**config.mk**
```make
export PLATFORM = sky130hd
export DESIGN_NAME = traffic_light_sequencer
export DESIGN_NICKNAME = d
export VERILOG_FILES = /design/src/rtl/tls_pkg.sv /design/src/rtl/traffic_light_sequencer.sv /design/src/rtl/tls_apb_regs.sv /design/src/rtl/tls_phase_core.sv
export VERILOG_INCLUDE_DIRS = /design/src /design/src/rtl
export SDC_FILE = /design/constraint.sdc
export NUM_CORES = 1
export LEC_CHECK = 0
export ABC_CLOCK_PERIOD_IN_PS = 5200
export BUFFER_PORTS_ARGS = -buffer_cell sky130_fd_sc_hd__buf_2
export CAP_MARGIN = 10
export CORE_UTILIZATION = 45
export DETAILED_ROUTE_END_ITERATION = 10
export GPL_TIMING_DRIVEN = 0
export PLACE_DENSITY = 0.67
export SLEW_MARGIN = 30
export SYNTH_ARGS = -nofsm -noshare
export SYNTH_HDL_FRONTEND = slang
export SYNTH_SLANG_ARGS = --single-unit
```
**constraint.sdc**
```tcl
create_clock -name clk -period 5.2 [get_ports clk]
set_input_delay 1.04 -clock clk [delete_from_list [all_inputs] [get_ports clk]]
set_output_delay 1.04 -clock clk [all_outputs]
set_load 0.05 [all_outputs]
```
**src/rtl/traffic_light_sequencer_assert.svh**
```systemverilog
// Assertion macros for the traffic light sequencer.
`ifndef TRAFFIC_LIGHT_SEQUENCER_ASSERT_SVH
`define TRAFFIC_LIGHT_SEQUENCER_ASSERT_SVH

`ifndef ASSERT_OFF

`define TLS_ASSERT_IMPL(label, clk, rst_n, cond, prop) \
    label: assert property (@(posedge clk) disable iff (!rst_n) (cond) |-> (prop)) \
        else $error("traffic light sequencer: assertion failed");

`define TLS_ASSERT_NEXT(label, clk, rst_n, cond, prop) \
    label: assert property (@(posedge clk) disable iff (!rst_n) (cond) |=> (prop)) \
        else $error("traffic light sequencer: assertion failed");

`else

`define TLS_ASSERT_IMPL(label, clk, rst_n, cond, prop)
`define TLS_ASSERT_NEXT(label, clk, rst_n, cond, prop)

`endif

`endif

```
**src/rtl/tls_pkg.sv**
```systemverilog
package tls_pkg;

    localparam int unsigned NOW_W      = 32;
    localparam int unsigned INTERVAL_W = 16;
    localparam int unsigned PADDR_W    = 3;
    localparam int unsigned PDATA_W    = 32;

    localparam logic [INTERVAL_W-1:0] INTERVAL_RESET = 16'd800;

    // register indexes (word address)
    localparam logic [PADDR_W-3:0] REG_STEP_INTERVAL = 1'b0;

    typedef enum logic [1:0] {
        MODE_TICK    = 2'd0,
        MODE_GREEN   = 2'd1,
        MODE_RED     = 2'd2,
        MODE_DISABLE = 2'd3
    } mode_t;

    typedef enum logic [3:0] {
        PH_DARK  = 4'd0,
        PH_RED   = 4'd1,
        PH_R2G_0 = 4'd2,
        PH_R2G_1 = 4'd3,
        PH_R2G_2 = 4'd4,
        PH_GREEN = 4'd5,
        PH_G2R_0 = 4'd6,
        PH_G2R_1 = 4'd7,
        PH_G2R_2 = 4'd8,
        PH_BLINK = 4'd9
    } phase_t;

    typedef struct packed {
        mode_t             mode;
        logic [NOW_W-1:0]  now_ms;
    } item_t;

    typedef struct packed {
        logic   red;
        logic   yellow;
        logic   green;
        phase_t phase;
    } result_t;

    function automatic phase_t next_phase(phase_t p);
        phase_t n;
        case (p)
            PH_DARK:  n = PH_BLINK;
            PH_RED:   n = PH_RED;
            PH_R2G_0: n = PH_R2G_1;
            PH_R2G_1: n = PH_R2G_2;
            PH_R2G_2: n = PH_GREEN;
            PH_GREEN: n = PH_GREEN;
            PH_G2R_0: n = PH_G2R_1;
            PH_G2R_1: n = PH_G2R_2;
            PH_G2R_2: n = PH_RED;
            PH_BLINK: n = PH_DARK;
            default:  n = PH_DARK;
        endcase
        return n;
    endfunction

    // lamps as {red, yellow, green}
    function automatic logic [2:0] lamps_of(phase_t p);
        logic [2:0] l;
        case (p)
            PH_RED, PH_R2G_0, PH_G2R_2:     l = 3'b100;
            PH_R2G_1:                       l = 3'b110;
            PH_R2G_2, PH_GREEN, PH_G2R_0:   l = 3'b001;
            PH_G2R_1, PH_BLINK:             l = 3'b010;
            default:                        l = 3'b000;
        endcase
        return l;
    endfunction

endpackage

```
**src/rtl/traffic_light_sequencer.sv**
```systemverilog
// Traffic light sequencer.
// Input channel (in_valid/in_ready): mode and now_ms. Mode 0 is a tick that
// carries a millisecond timestamp; modes 1..3 request green, red or disable.
// Output channel (out_valid/out_ready): one lamp/phase item per tick, none
// per request. Configuration: APB port, step_interval_ms at address 0.
// Path: an accepted item lands in the input register and is processed from
// there; a tick's result is then loaded into the output register, which
// drives out_valid, unless a stall holds the tick in the input register.
// Throughput: one item per cycle unless a held tick stalls; phase update is
// a combinational 32-bit subtract, compare and ten-entry phase table.
// Reset: phase goes dark (0), the last-change time clears, the interval
// returns to 800 ms, and both channel registers are emptied.
// Stall: while a result waits unaccepted, requests keep flowing; a tick is
// held in the input register until the output register frees up, and
// in_ready drops once the input register is full behind it.
`include "traffic_light_sequencer_assert.svh"

module traffic_light_sequencer
(
    input  logic                                clk,
    input  logic                                rst_n,
    input  logic                                psel,
    input  logic                                penable,
    input  logic                                pwrite,
    input  logic [tls_pkg::PADDR_W-1:0]         paddr,
    input  logic [tls_pkg::PDATA_W-1:0]         pwdata,
    output logic [tls_pkg::PDATA_W-1:0]         prdata,
    output logic                                pready,
    input  logic                                in_valid,
    output logic                                in_ready,
    input  logic [1:0]                          mode,
    input  logic [tls_pkg::NOW_W-1:0]           now_ms,
    output logic                                out_valid,
    input  logic                                out_ready,
    output logic                                red_lamp,
    output logic                                yellow_lamp,
    output logic                                green_lamp,
    output logic [3:0]                          phase_now
);

    logic [tls_pkg::INTERVAL_W-1:0] step_interval;

    logic               in_valid_reg;
    logic               in_valid_next;
    tls_pkg::item_t     in_item_reg;
    tls_pkg::item_t     in_item_next;
    logic               out_valid_reg;
    logic               out_valid_next;
    tls_pkg::result_t   out_res_reg;
    tls_pkg::result_t   out_res_next;
    tls_pkg::result_t   core_res;
    tls_pkg::phase_t    core_phase;
    logic               is_tick;
    logic               go;

    tls_apb_regs u_regs
    (
        .clk           (clk),
        .rst_n         (rst_n),
        .psel          (psel),
        .penable       (penable),
        .pwrite        (pwrite),
        .paddr         (paddr),
        .pwdata        (pwdata),
        .prdata        (prdata),
        .pready        (pready),
        .step_interval (step_interval)
    );

    tls_phase_core u_core
    (
        .clk           (clk),
        .rst_n         (rst_n),
        .go            (go),
        .item          (in_item_reg),
        .step_interval (step_interval),
        .res           (core_res),
        .phase         (core_phase)
    );

    assign is_tick  = (in_item_reg.mode == tls_pkg::MODE_TICK);
    // requests never need the output register
    assign go       = in_valid_reg && (!is_tick || !out_valid_reg || out_ready);
    assign in_ready = !in_valid_reg || go;

    always_comb
    begin
        in_valid_next = in_valid_reg;
        in_item_next  = in_item_reg;
        if (in_ready)
        begin
            in_valid_next = in_valid;
            in_item_next  = '{mode: tls_pkg::mode_t'(mode), now_ms: now_ms};
        end
    end

    always_comb
    begin
        out_valid_next = out_valid_reg;
        out_res_next   = out_res_reg;
        if (go && is_tick)
        begin
            out_valid_next = 1'b1;
            out_res_next   = core_res;
        end
        else if (out_ready)
        begin
            out_valid_next = 1'b0;
        end
    end

    always_ff @(posedge clk or negedge rst_n)
    begin
        if (!rst_n)
        begin
            in_valid_reg  <= 1'b0;
            out_valid_reg <= 1'b0;
        end
        else
        begin
            in_valid_reg  <= in_valid_next;
            out_valid_reg <= out_valid_next;
        end
    end

    always_ff @(posedge clk)
    begin
        in_item_reg <= in_item_next;
        out_res_reg <= out_res_next;
    end

    assign out_valid   = out_valid_reg;
    assign red_lamp    = out_res_reg.red;
    assign yellow_lamp = out_res_reg.yellow;
    assign green_lamp  = out_res_reg.green;
    assign phase_now   = out_res_reg.phase;

    // phase never leaves the ten defined codes
    `TLS_ASSERT_IMPL(a_phase_range, clk, rst_n, 1'b1, core_phase <= tls_pkg::PH_BLINK)
    // a processed tick shows up as the held phase on the output register
    `TLS_ASSERT_NEXT(a_tick_valid, clk, rst_n, go && is_tick, out_valid_reg)
    `TLS_ASSERT_NEXT(a_tick_phase, clk, rst_n, go && is_tick, out_res_reg.phase == core_phase)
    // a request never creates a result
    `TLS_ASSERT_NEXT(a_req_no_result, clk, rst_n, go && !is_tick && !out_valid_reg, !out_valid_reg)
    // an empty input register always takes an item
    `TLS_ASSERT_IMPL(a_in_room, clk, rst_n, !in_valid_reg, in_ready)

endmodule

```
**src/rtl/tls_apb_regs.sv**
```systemverilog
module tls_apb_regs
(
    input  logic                                clk,
    input  logic                                rst_n,
    input  logic                                psel,
    input  logic                                penable,
    input  logic                                pwrite,
    input  logic [tls_pkg::PADDR_W-1:0]         paddr,
    input  logic [tls_pkg::PDATA_W-1:0]         pwdata,
    output logic [tls_pkg::PDATA_W-1:0]         prdata,
    output logic                                pready,
    output logic [tls_pkg::INTERVAL_W-1:0]      step_interval
);

    logic [tls_pkg::INTERVAL_W-1:0] interval_reg;
    logic [tls_pkg::INTERVAL_W-1:0] interval_next;
    logic                           sel_interval;

    assign pready        = 1'b1;
    assign sel_interval  = (paddr[tls_pkg::PADDR_W-1:2] == tls_pkg::REG_STEP_INTERVAL);
    assign step_interval = interval_reg;

    always_comb
    begin
        interval_next = interval_reg;
        if (psel && penable && pwrite && sel_interval)
        begin
            interval_next = pwdata[tls_pkg::INTERVAL_W-1:0];
        end
    end

    always_ff @(posedge clk or negedge rst_n)
    begin
        if (!rst_n)
        begin
            interval_reg <= tls_pkg::INTERVAL_RESET;
        end
        else
        begin
            interval_reg <= interval_next;
        end
    end

    always_comb
    begin
        prdata = '0;
        if (sel_interval)
        begin
            prdata = {{(tls_pkg::PDATA_W-tls_pkg::INTERVAL_W){1'b0}}, interval_reg};
        end
    end

endmodule

```
**src/rtl/tls_phase_core.sv**
```systemverilog
module tls_phase_core
(
    input  logic                            clk,
    input  logic                            rst_n,
    input  logic                            go,
    input  tls_pkg::item_t                  item,
    input  logic [tls_pkg::INTERVAL_W-1:0]  step_interval,
    output tls_pkg::result_t                res,
    output tls_pkg::phase_t                 phase
);

    tls_pkg::phase_t                phase_reg;
    tls_pkg::phase_t                phase_next;
    logic [tls_pkg::NOW_W-1:0]      last_reg;
    logic [tls_pkg::NOW_W-1:0]      last_next;
    logic [tls_pkg::NOW_W-1:0]      elapsed;
    logic                           exceeded;
    logic                           to_green;
    logic                           to_red;
    logic                           to_dark;
    logic [2:0]                     lamps;

    // elapsed wraps modulo 2^32
    assign elapsed  = item.now_ms - last_reg;
    assign exceeded = elapsed > {{(tls_pkg::NOW_W-tls_pkg::INTERVAL_W){1'b0}}, step_interval};

    always_comb
    begin
        to_green = !(phase_reg inside {[tls_pkg::PH_R2G_0:tls_pkg::PH_GREEN]});
        to_red   = !(phase_reg inside {tls_pkg::PH_RED, [tls_pkg::PH_G2R_0:tls_pkg::PH_G2R_2]});
        to_dark  = !(phase_reg inside {tls_pkg::PH_DARK, tls_pkg::PH_BLINK});
    end

    always_comb
    begin
        phase_next = phase_reg;
        last_next  = last_reg;
        if (go)
        begin
            case (item.mode)
                tls_pkg::MODE_TICK:
                begin
                    if (exceeded)
                    begin
                        phase_next = tls_pkg::next_phase(phase_reg);
                        last_next  = item.now_ms;
                    end
                end
                tls_pkg::MODE_GREEN:
                begin
                    if (to_green)
                    begin
                        phase_next = tls_pkg::PH_R2G_0;
                        last_next  = '0;
                    end
                end
                tls_pkg::MODE_RED:
                begin
                    if (to_red)
                    begin
                        phase_next = tls_pkg::PH_G2R_0;
                        last_next  = '0;
                    end
                end
                tls_pkg::MODE_DISABLE:
                begin
                    if (to_dark)
                    begin
                        phase_next = tls_pkg::PH_DARK;
                        last_next  = '0;
                    end
                end
                default:
                begin
                    phase_next = phase_reg;
                end
            endcase
        end
    end

    always_ff @(posedge clk or negedge rst_n)
    begin
        if (!rst_n)
        begin
            phase_reg <= tls_pkg::PH_DARK;
            last_reg  <= '0;
        end
        else
        begin
            phase_reg <= phase_next;
            last_reg  <= last_next;
        end
    end

    // result reflects the phase after this tick
    assign lamps      = tls_pkg::lamps_of(phase_next);
    assign res.red    = lamps[2];
    assign res.yellow = lamps[1];
    assign res.green  = lamps[0];
    assign res.phase  = phase_next;
    assign phase      = phase_reg;

endmodule
```
==> results.md, run 1 <==
* Initial DRC count at 411
* Crit path DAT at 5390 ps
* # DRC at 0
* Top post-synthesis cells by area: dfrtp_1 (20%), edfxtp_1 (19%), ha_1 (9.2%)
* Worst EP required at 5490 ps
* CTS Buffer Depth at 2
* ANT cells at 0
* Fmax at 196 MHz
* Worst-path maximum fanout at 8
* Setup WS pre-CTS at -450 ps
* WL final at 14800 um
* P_leak at 3.47 nW
* Power per cell area at 446 nW/um^2
* Total chip power at 3.58 mW
* Setup_tns at 0 ps
* Post-DP HPWL at 10500 um
* Clock Sinks at 95
* Area fraction of the dominant cell type after synthesis at 20.0%
* Hold slack at 479 ps
* Final Max Tran Viols at 0
* Clock-pin slew on the worst setup and hold paths at 60 ps
* Dpl cells at 1001
* Max-cap viol count at 0
* Die ar. at 14700 um^2
* Crit path capture type: register
* Area post-placement at 7110 um^2
* Initial Util at 46.1%
* Setup WS post-layout at 99.1 ps
* WP buf/inv at 2
* Core Area at 13900 um^2
* Worst Hold Class: reg2reg
* Total GRT Usage at 20.1%
* Period utilization at 98.1%
* Input/output buffers at 81
* Worst slew margin at 51.4%
* Status: finished clean
* Main synth FF type: dfrtp_1
* Finished Cell Area at 8020 um^2
* Area Overhead vs Synth at 25.4%
* Min Tclk post-route at 5100 ps
* Final setup fails at 0
* DRT Pass-1 Iters at 5
* # hold bufs at CTS at 0
* Slowest stage cell, crit path: or4b_4
* Depth of the CTS H-tree at 3
* Grt ovf at 0
* Final Hold Fails at 0
* Final Non-Filler Cells at 1035
* DR WL/cell at 14.3 um
* Die X at 121 um
* Post-synth cell types at 72
* Die height at 121 um
* Final core occ at 57.8%
* Maximum vdd drop at 0.200 mV
* CTS tree: yes
* Max reg flops at 34
* Vias in the first global route at 4842
* Ys async rst share at 56.8%
* Area leader, netlist: dfrtp_1
* Worst-Skew Late Latency at 360 ps
* Vias/cell at 5.33
* Inserted Clock Buffers at 9
* Family with the most delay on the worst path: simple AND/OR/NAND/NOR gates
* Avg Synthesized Cell Area at 8.83 um^2
* Cell Area, Synth at 6390 um^2
* Number of synthesized flops with an enable pin at 41
* Tightest Pin Transition at 725 ps
* Routed vias at 5515
* Mapped Cells at 724
* Final Skew at 6.39 ps
* Critical path launch point type: register
* RePlAce Congestion at 0.889
* Register area share after synthesis at 40.4%
* I/O pins at 118
* Initial antenna violation count at 0
* Largest net degree at the start of global routing at 55
* First-pass GRT wire length at 23100 um
* CTS Root Cell: clkbuf_16
* CP max stage delay at 600 ps
* Syn. warnings at 0
* Post-route ant nets at 0
* Worst-path cell chain: ha_4 -> fa_2 -> nand2b_4 -> a21oi_4 -> o21a_1 -> a31oi_4 -> xnor2_2 -> ha_4 -> a21oi_2 -> nand2_1 -> a221o_1 -> a21oi_2 -> a22oi_2 -> nor4_2 -> nand3_1 -> or4b_4 -> or3_4 -> o21ai_4 -> buf_12 -> clkbuf_16 -> nand2_1 -> o21ai_1
* Fraction of final layout cells sized beyond drive strength 1 at 25.0%
* NumNets Final at 974
* Row count at 43
* Worst Setup Path Type: reg2reg
* Number of synthesized register bits at 95
## worst register-to-register path: stages (launching register included)
cell and delay, ps:
dfrtp_1 410, ha_4 190, fa_2 390, nand2b_4 160
a21oi_4 150, o21a_1 210, a31oi_4 120, xnor2_2 250
ha_4 250, a21oi_2 140, nand2_1 70, a221o_1 300
a21oi_2 130, a22oi_2 90, nor4_2 300, nand3_1 170
or4b_4 600, or3_4 390, o21ai_4 220, buf_12 200
clkbuf_16 160, nand2_1 50, o21ai_1 70
## logic make-up after synthesis
logic type | after synthesis | share of synthesized area [%]
XOR/XNOR | 19 | 2.60
AO/OA/AOI/OAI | 185 | 18.0
buffers and inverters | 107 | 7.55
other | 2 | 0.117
flip-flops | 95 | 40.4
multiplexers | 24 | 4.11
AND/OR/NAND/NOR | 244 | 17.7
adder cells (fa/ha/maj) | 48 | 9.51
## report_power, final
group	internal, mW	switching, mW
Combinational	0.817	1.12
Clock	0.371	0.276
Sequential	0.920	0.0674
Total	2.11	1.47
## cells in the final DEF (no fill, tap or decap), types with 5 or more instances in the layout
cell         n
a211oi_1     8
a21o_1       5
a21oi_1     43
a21oi_2      8
and3_1       5
buf_2       81
buf_4       33
clkbuf_1    22
clkbuf_16   14
conb_1      17
dfrtp_1     51
edfxtp_1    41
ha_1        38
ha_4         7
inv_1       59
mux2_2      18
mux2i_1      6
nand2_1    103
nand2b_1     7
nand3_1     10
nand4_1      9
nor2_1      57
nor2b_1     10
nor3_1      13
o211ai_1     8
o21a_1       6
o21ai_0     30
o21ai_1     34
xnor2_1      8
xor2_1       9
## worst paths after layout
check,slack [ps],depth (start not counted),startpoint,end
min in group asynchronous,740,1,rst_n,u_core.last_reg[14]
max in group asynchronous,3980,1,rst_n,u_core.last_reg[29]
min,480,2,u_core.last_reg[21],u_core.last_reg[21]
min reg2reg,480,2,u_core.last_reg[21],u_core.last_reg[21]
max reg2reg,100,22,u_core.last_reg[0],u_core.last_reg[7]
max,100,22,u_core.last_reg[0],u_core.last_reg[7]
## cell usage after synthesis (all sizes together), types with 8 or more instances
library cell  number
nand3             10
inv               59
clkbuf            24
o211ai             9
o21ai             66
dfrtp             51
xnor2             10
nand4              9
nand2b             8
a21oi             53
nor2b             11
ha                47
nor3              15
mux2              18
a211oi             9
buf               24
nand2            105
nor2              58
edfxtp            41
xor2               9
## layer usage
metal  global-route usage [%]  vias up  part of all wire (%)
met4                     8.10        0                   1.8
met2                     30.8      168                    46
met3                     3.29       17                   5.8
li1                         -     2777                     -
met5                        0        -                     0
met1                     28.2     2553                    46
## cell type report
type                    instances  area (um^2)
inverters                      59          221
flip-flops and latches         95         2590
repair buffers                104          697
fillers                      1264         5860
clock buffers                  12          236
well taps                     180          225
multi-input cells             537         3710
clock inverters                 4         47.5
plain buffers                  44          300
## repair_timing
| item | 4_1_cts | 5_1_grt |
|---|---|---|
| endpoints found under the setup margin | 41 | 42 |
| resized for setup | 19 | 50 |
| setup buffers | 5 | 12 |
| pin swaps | 9 | 28 |
| cloned | 0 | 5 |
No activity file was read; power rests on OpenSTA's default activity.
==> inputs of run 2 (changes only) <==
Settings changed: ABC_AREA set to 1, PLACE_DENSITY 0.67 to 0.66.
==> results.md, run 2 <==
* Status: finished clean
* Total GRT Usage at 20.1% (about the same)
* Syn. warnings at 0 (unchanged)
* Tightest Pin Transition at 748 ps (+23.7 ps)
* Post-CTS setup buffer count at 0 (-5)
* Worst Setup Path Type: reg2reg
* Origin of the worst min-delay path: u_core.last_reg[0]
* Crit path capture type: register
* Die height at 129 um (+6.5%)
* Routed vias at 6089 (+10%)
* Most used cell, CP: nand2_1
* Main synth FF type: dfrtp_1
* Input/output buffers at 81 (unchanged)
* Logic pwr share at 39.8% (-14 points)
* Cell Area, Synth at 7270 um^2 (+14%)
* Period utilization at 79.2% (-19 points)
* Row count at 46 (+7.0%)
* Fraction of final layout cells sized beyond drive strength 1 at 21.3% (-3.7 points)
* Clk network pwr share at 26.4% (+8.3 points)
* Number of synthesized flops with an enable pin at 41 (unchanged)
* Most numerous cell in the Yosys netlist: nand2_1
* Area leader, netlist: dfrtp_1
* Top post-synthesis cells by area: dfrtp_1 (18%), edfxtp_1 (17%), nand2_1 (15%)
* Slowest stage cell, crit path: fa_1
* Endpoint, Worst Hold: u_core.last_reg[0]
* Vias/cell at 4.60 (-14%)
* RePlAce Congestion at 0.907 (+2.0%)
* Final Max Tran Viols at 0 (unchanged)
* Worst Hold Class: reg2reg
* DRT Pass-1 Iters at 5 (unchanged)
* Family with the most delay on the worst path: simple AND/OR/NAND/NOR gates
* Clock-pin slew on the worst setup and hold paths at 70 ps (about the same)
* Post-synth cell types at 42 (-42%)
* Final setup fails at 0 (unchanged)
* Net switching power at 1.02 mW (-30%)
* Die ar. at 16700 um^2 (+14%)
* Die X at 129 um (+6.5%)
* Core Area at 15800 um^2 (+14%)
* Inserted Clock Buffers at 9 (unchanged)
* CTS Root Cell: clkbuf_16
* Area fraction of the dominant cell type after synthesis at 17.5% (-2.4 points)
* Number of synthesized register bits at 95 (unchanged)
* Avg Synthesized Cell Area at 7.32 um^2 (-17%)
* Number of cells on the worst hold path at 2 (unchanged)
* Max-cap viol count at 0 (unchanged)
* Worst R2R Path Depth at 27 (+23%)
* Worst EP required at 5320 ps (-170 ps)
* Depth of the CTS H-tree at 3 (unchanged)
* Min Tclk post-route at 4120 ps (-984 ps)
* ANT cells at 0 (unchanged)
* Ys async rst share at 56.8% (unchanged)
* Worst slew margin at 50.1% (-1.3 points)
* Final Hold Fails at 0 (unchanged)
* CTS Buffer Depth at 2 (unchanged)
* Fmax at 243 MHz (+24%)
* Most common cell after layout, fill and taps aside: nand2_1
* Most frequent cells in the layout: nand2_1 (290), inv_1 (194), nor2_1 (92), buf_2 (85), dfrtp_1 (51)
* Setup_tns at 0 ps (unchanged)
* Post-route ant nets at 0 (unchanged)
* Final Skew at 8.74 ps (+2.35 ps)
* Critical path launch point type: register
* R2r endpoint: yellow_lamp
* WL final at 15600 um (+5.1%)
* DR WL/cell at 11.7 um (-18%)
* First-pass GRT wire length at 26200 um (+14%)
* Area Overhead vs Synth at 14.8%
* Crit path DAT at 4240 ps (-1150 ps)
* Register area share after synthesis at 35.6% (-4.9 points)
* CP max stage delay at 420 ps (-180 ps)
* Vias in the first global route at 5670 (+17%)
* Worst-path maximum fanout at 5 (-3)
* I/O pins at 118 (unchanged)
* Clock Sinks at 95 (unchanged)
* Final core occ at 52.7% (-5.0 points)
* P_leak at 4.59 nW (+32%)
* CTS tree: yes
* Crit path depth at 27 (+23%)
* NumNets Final at 1228 (+26%)
* WP buf/inv at 1 (-1)
* Max reg flops at 34 (unchanged)
* Post-DP HPWL at 12700 um (+21%)
* Reg-to-Reg Start: u_core.last_reg[0]
* Initial DRC count at 333 (-19%)
* Internal power at 1.64 mW (-22%)
* Mapped Cells at 994 (+37%)
* # hold bufs at CTS at 0 (unchanged)
* Flop2flop setup slack at 1080 ps (+980 ps)
* RSZ-0062 raised after global routing: no
* Worst-Skew Late Latency at 350 ps (about the same)
* Top cells by count, synth: nand2_1 (290), inv_1 (194), nor2_1 (92), dfrtp_1 (51), ha_1 (47)
* Maximum vdd drop at 0.166 mV (-17%)
* # DRC at 0 (unchanged)
* Post-cts sizing count at 0 (-19)
* Initial Util at 46.0% (-0.11 points)
* Switching share of power at 38.3% (-2.7 points)
* Grt ovf at 0 (unchanged)
* Initial antenna violation count at 0 (unchanged)
* Fillers at 1538 (+22%)
* Largest net degree at the start of global routing at 55 (unchanged)
* Sequential share of power at 33.7% (+6.1 points)
* Power per cell area at 319 nW/um^2 (-28%)
==> run 2: how the worst max path moves through the flow <==
stage,from,endpoint
finish,u_core.last_reg[0],yellow_lamp
global route,in_item_reg[0],red_lamp
CTS,u_core.last_reg[0],yellow_lamp
detailed placement,u_core.last_reg[0],yellow_lamp
global placement,in_item_reg[33],in_ready
floorplan,out_ready,in_ready
==> run 2: power groups by stage <==
stage,registers (mW),clock network [mW],logic [mW]
after floorplan,0.917,0,0.822
after global placement,0.912,0,1.05
after detailed placement,0.914,0,1.06
after CTS,0.900,0.729,1.07
after global routing,0.908,0.754,1.21
final,0.900,0.705,1.06
==> run 2: through the flow <==
stage	std cells	hold slack, ps	power (mW)	area (um^2)	setup WS (ps)
floorplan	1009	456	1.74	7330	1640
global placement	1306	476	1.96	8010	484
detailed placement	1309	495	1.98	8030	1110
CTS	1325	511	2.70	8350	1110
global route	1325	539	2.88	8350	817
finish	1325	510	2.67	8350	1080
==> run 2: cell families after synthesis <==
| group | share of synthesized area [%] |
|---|---|
| AND/OR/NAND/NOR | 31.4 |
| other | 0.103 |
| adder cells (fa/ha/maj) | 8.36 |
| buffers and inverters | 14.2 |
| AO/OA/AOI/OAI | 8.36 |
| flip-flops | 35.6 |
| XOR/XNOR | 2.03 |
==> run 2: per-layer routing <==
metal | share of wire [%] | GRT usage, % | vias up
met5 | 0 | 0 | -
met4 | 1.5 | 6.09 | 0
met3 | 3.6 | 3.26 | 19
met2 | 45 | 33.3 | 109
met1 | 50 | 26.9 | 2691
li1 | - | - | 3270
==> run 2: worst min-delay path: stages, from the launching register on <==
cell and delay [ps]:
dfrtp_1 350, nand2_1 60, o31ai_1 60
==> run 2: area by class of cell <==
class	count	area, um^2	area share, %
timing repair buffer	84	430	5.16
tap	216	270	3.24
sequential	95	2590	31.0
multi-input combinational	671	3710	44.5
clock inverter	5	83.8	1.00
inverter	208	783	9.38
clock buffer	11	233	2.79
buffer	35	246	2.95
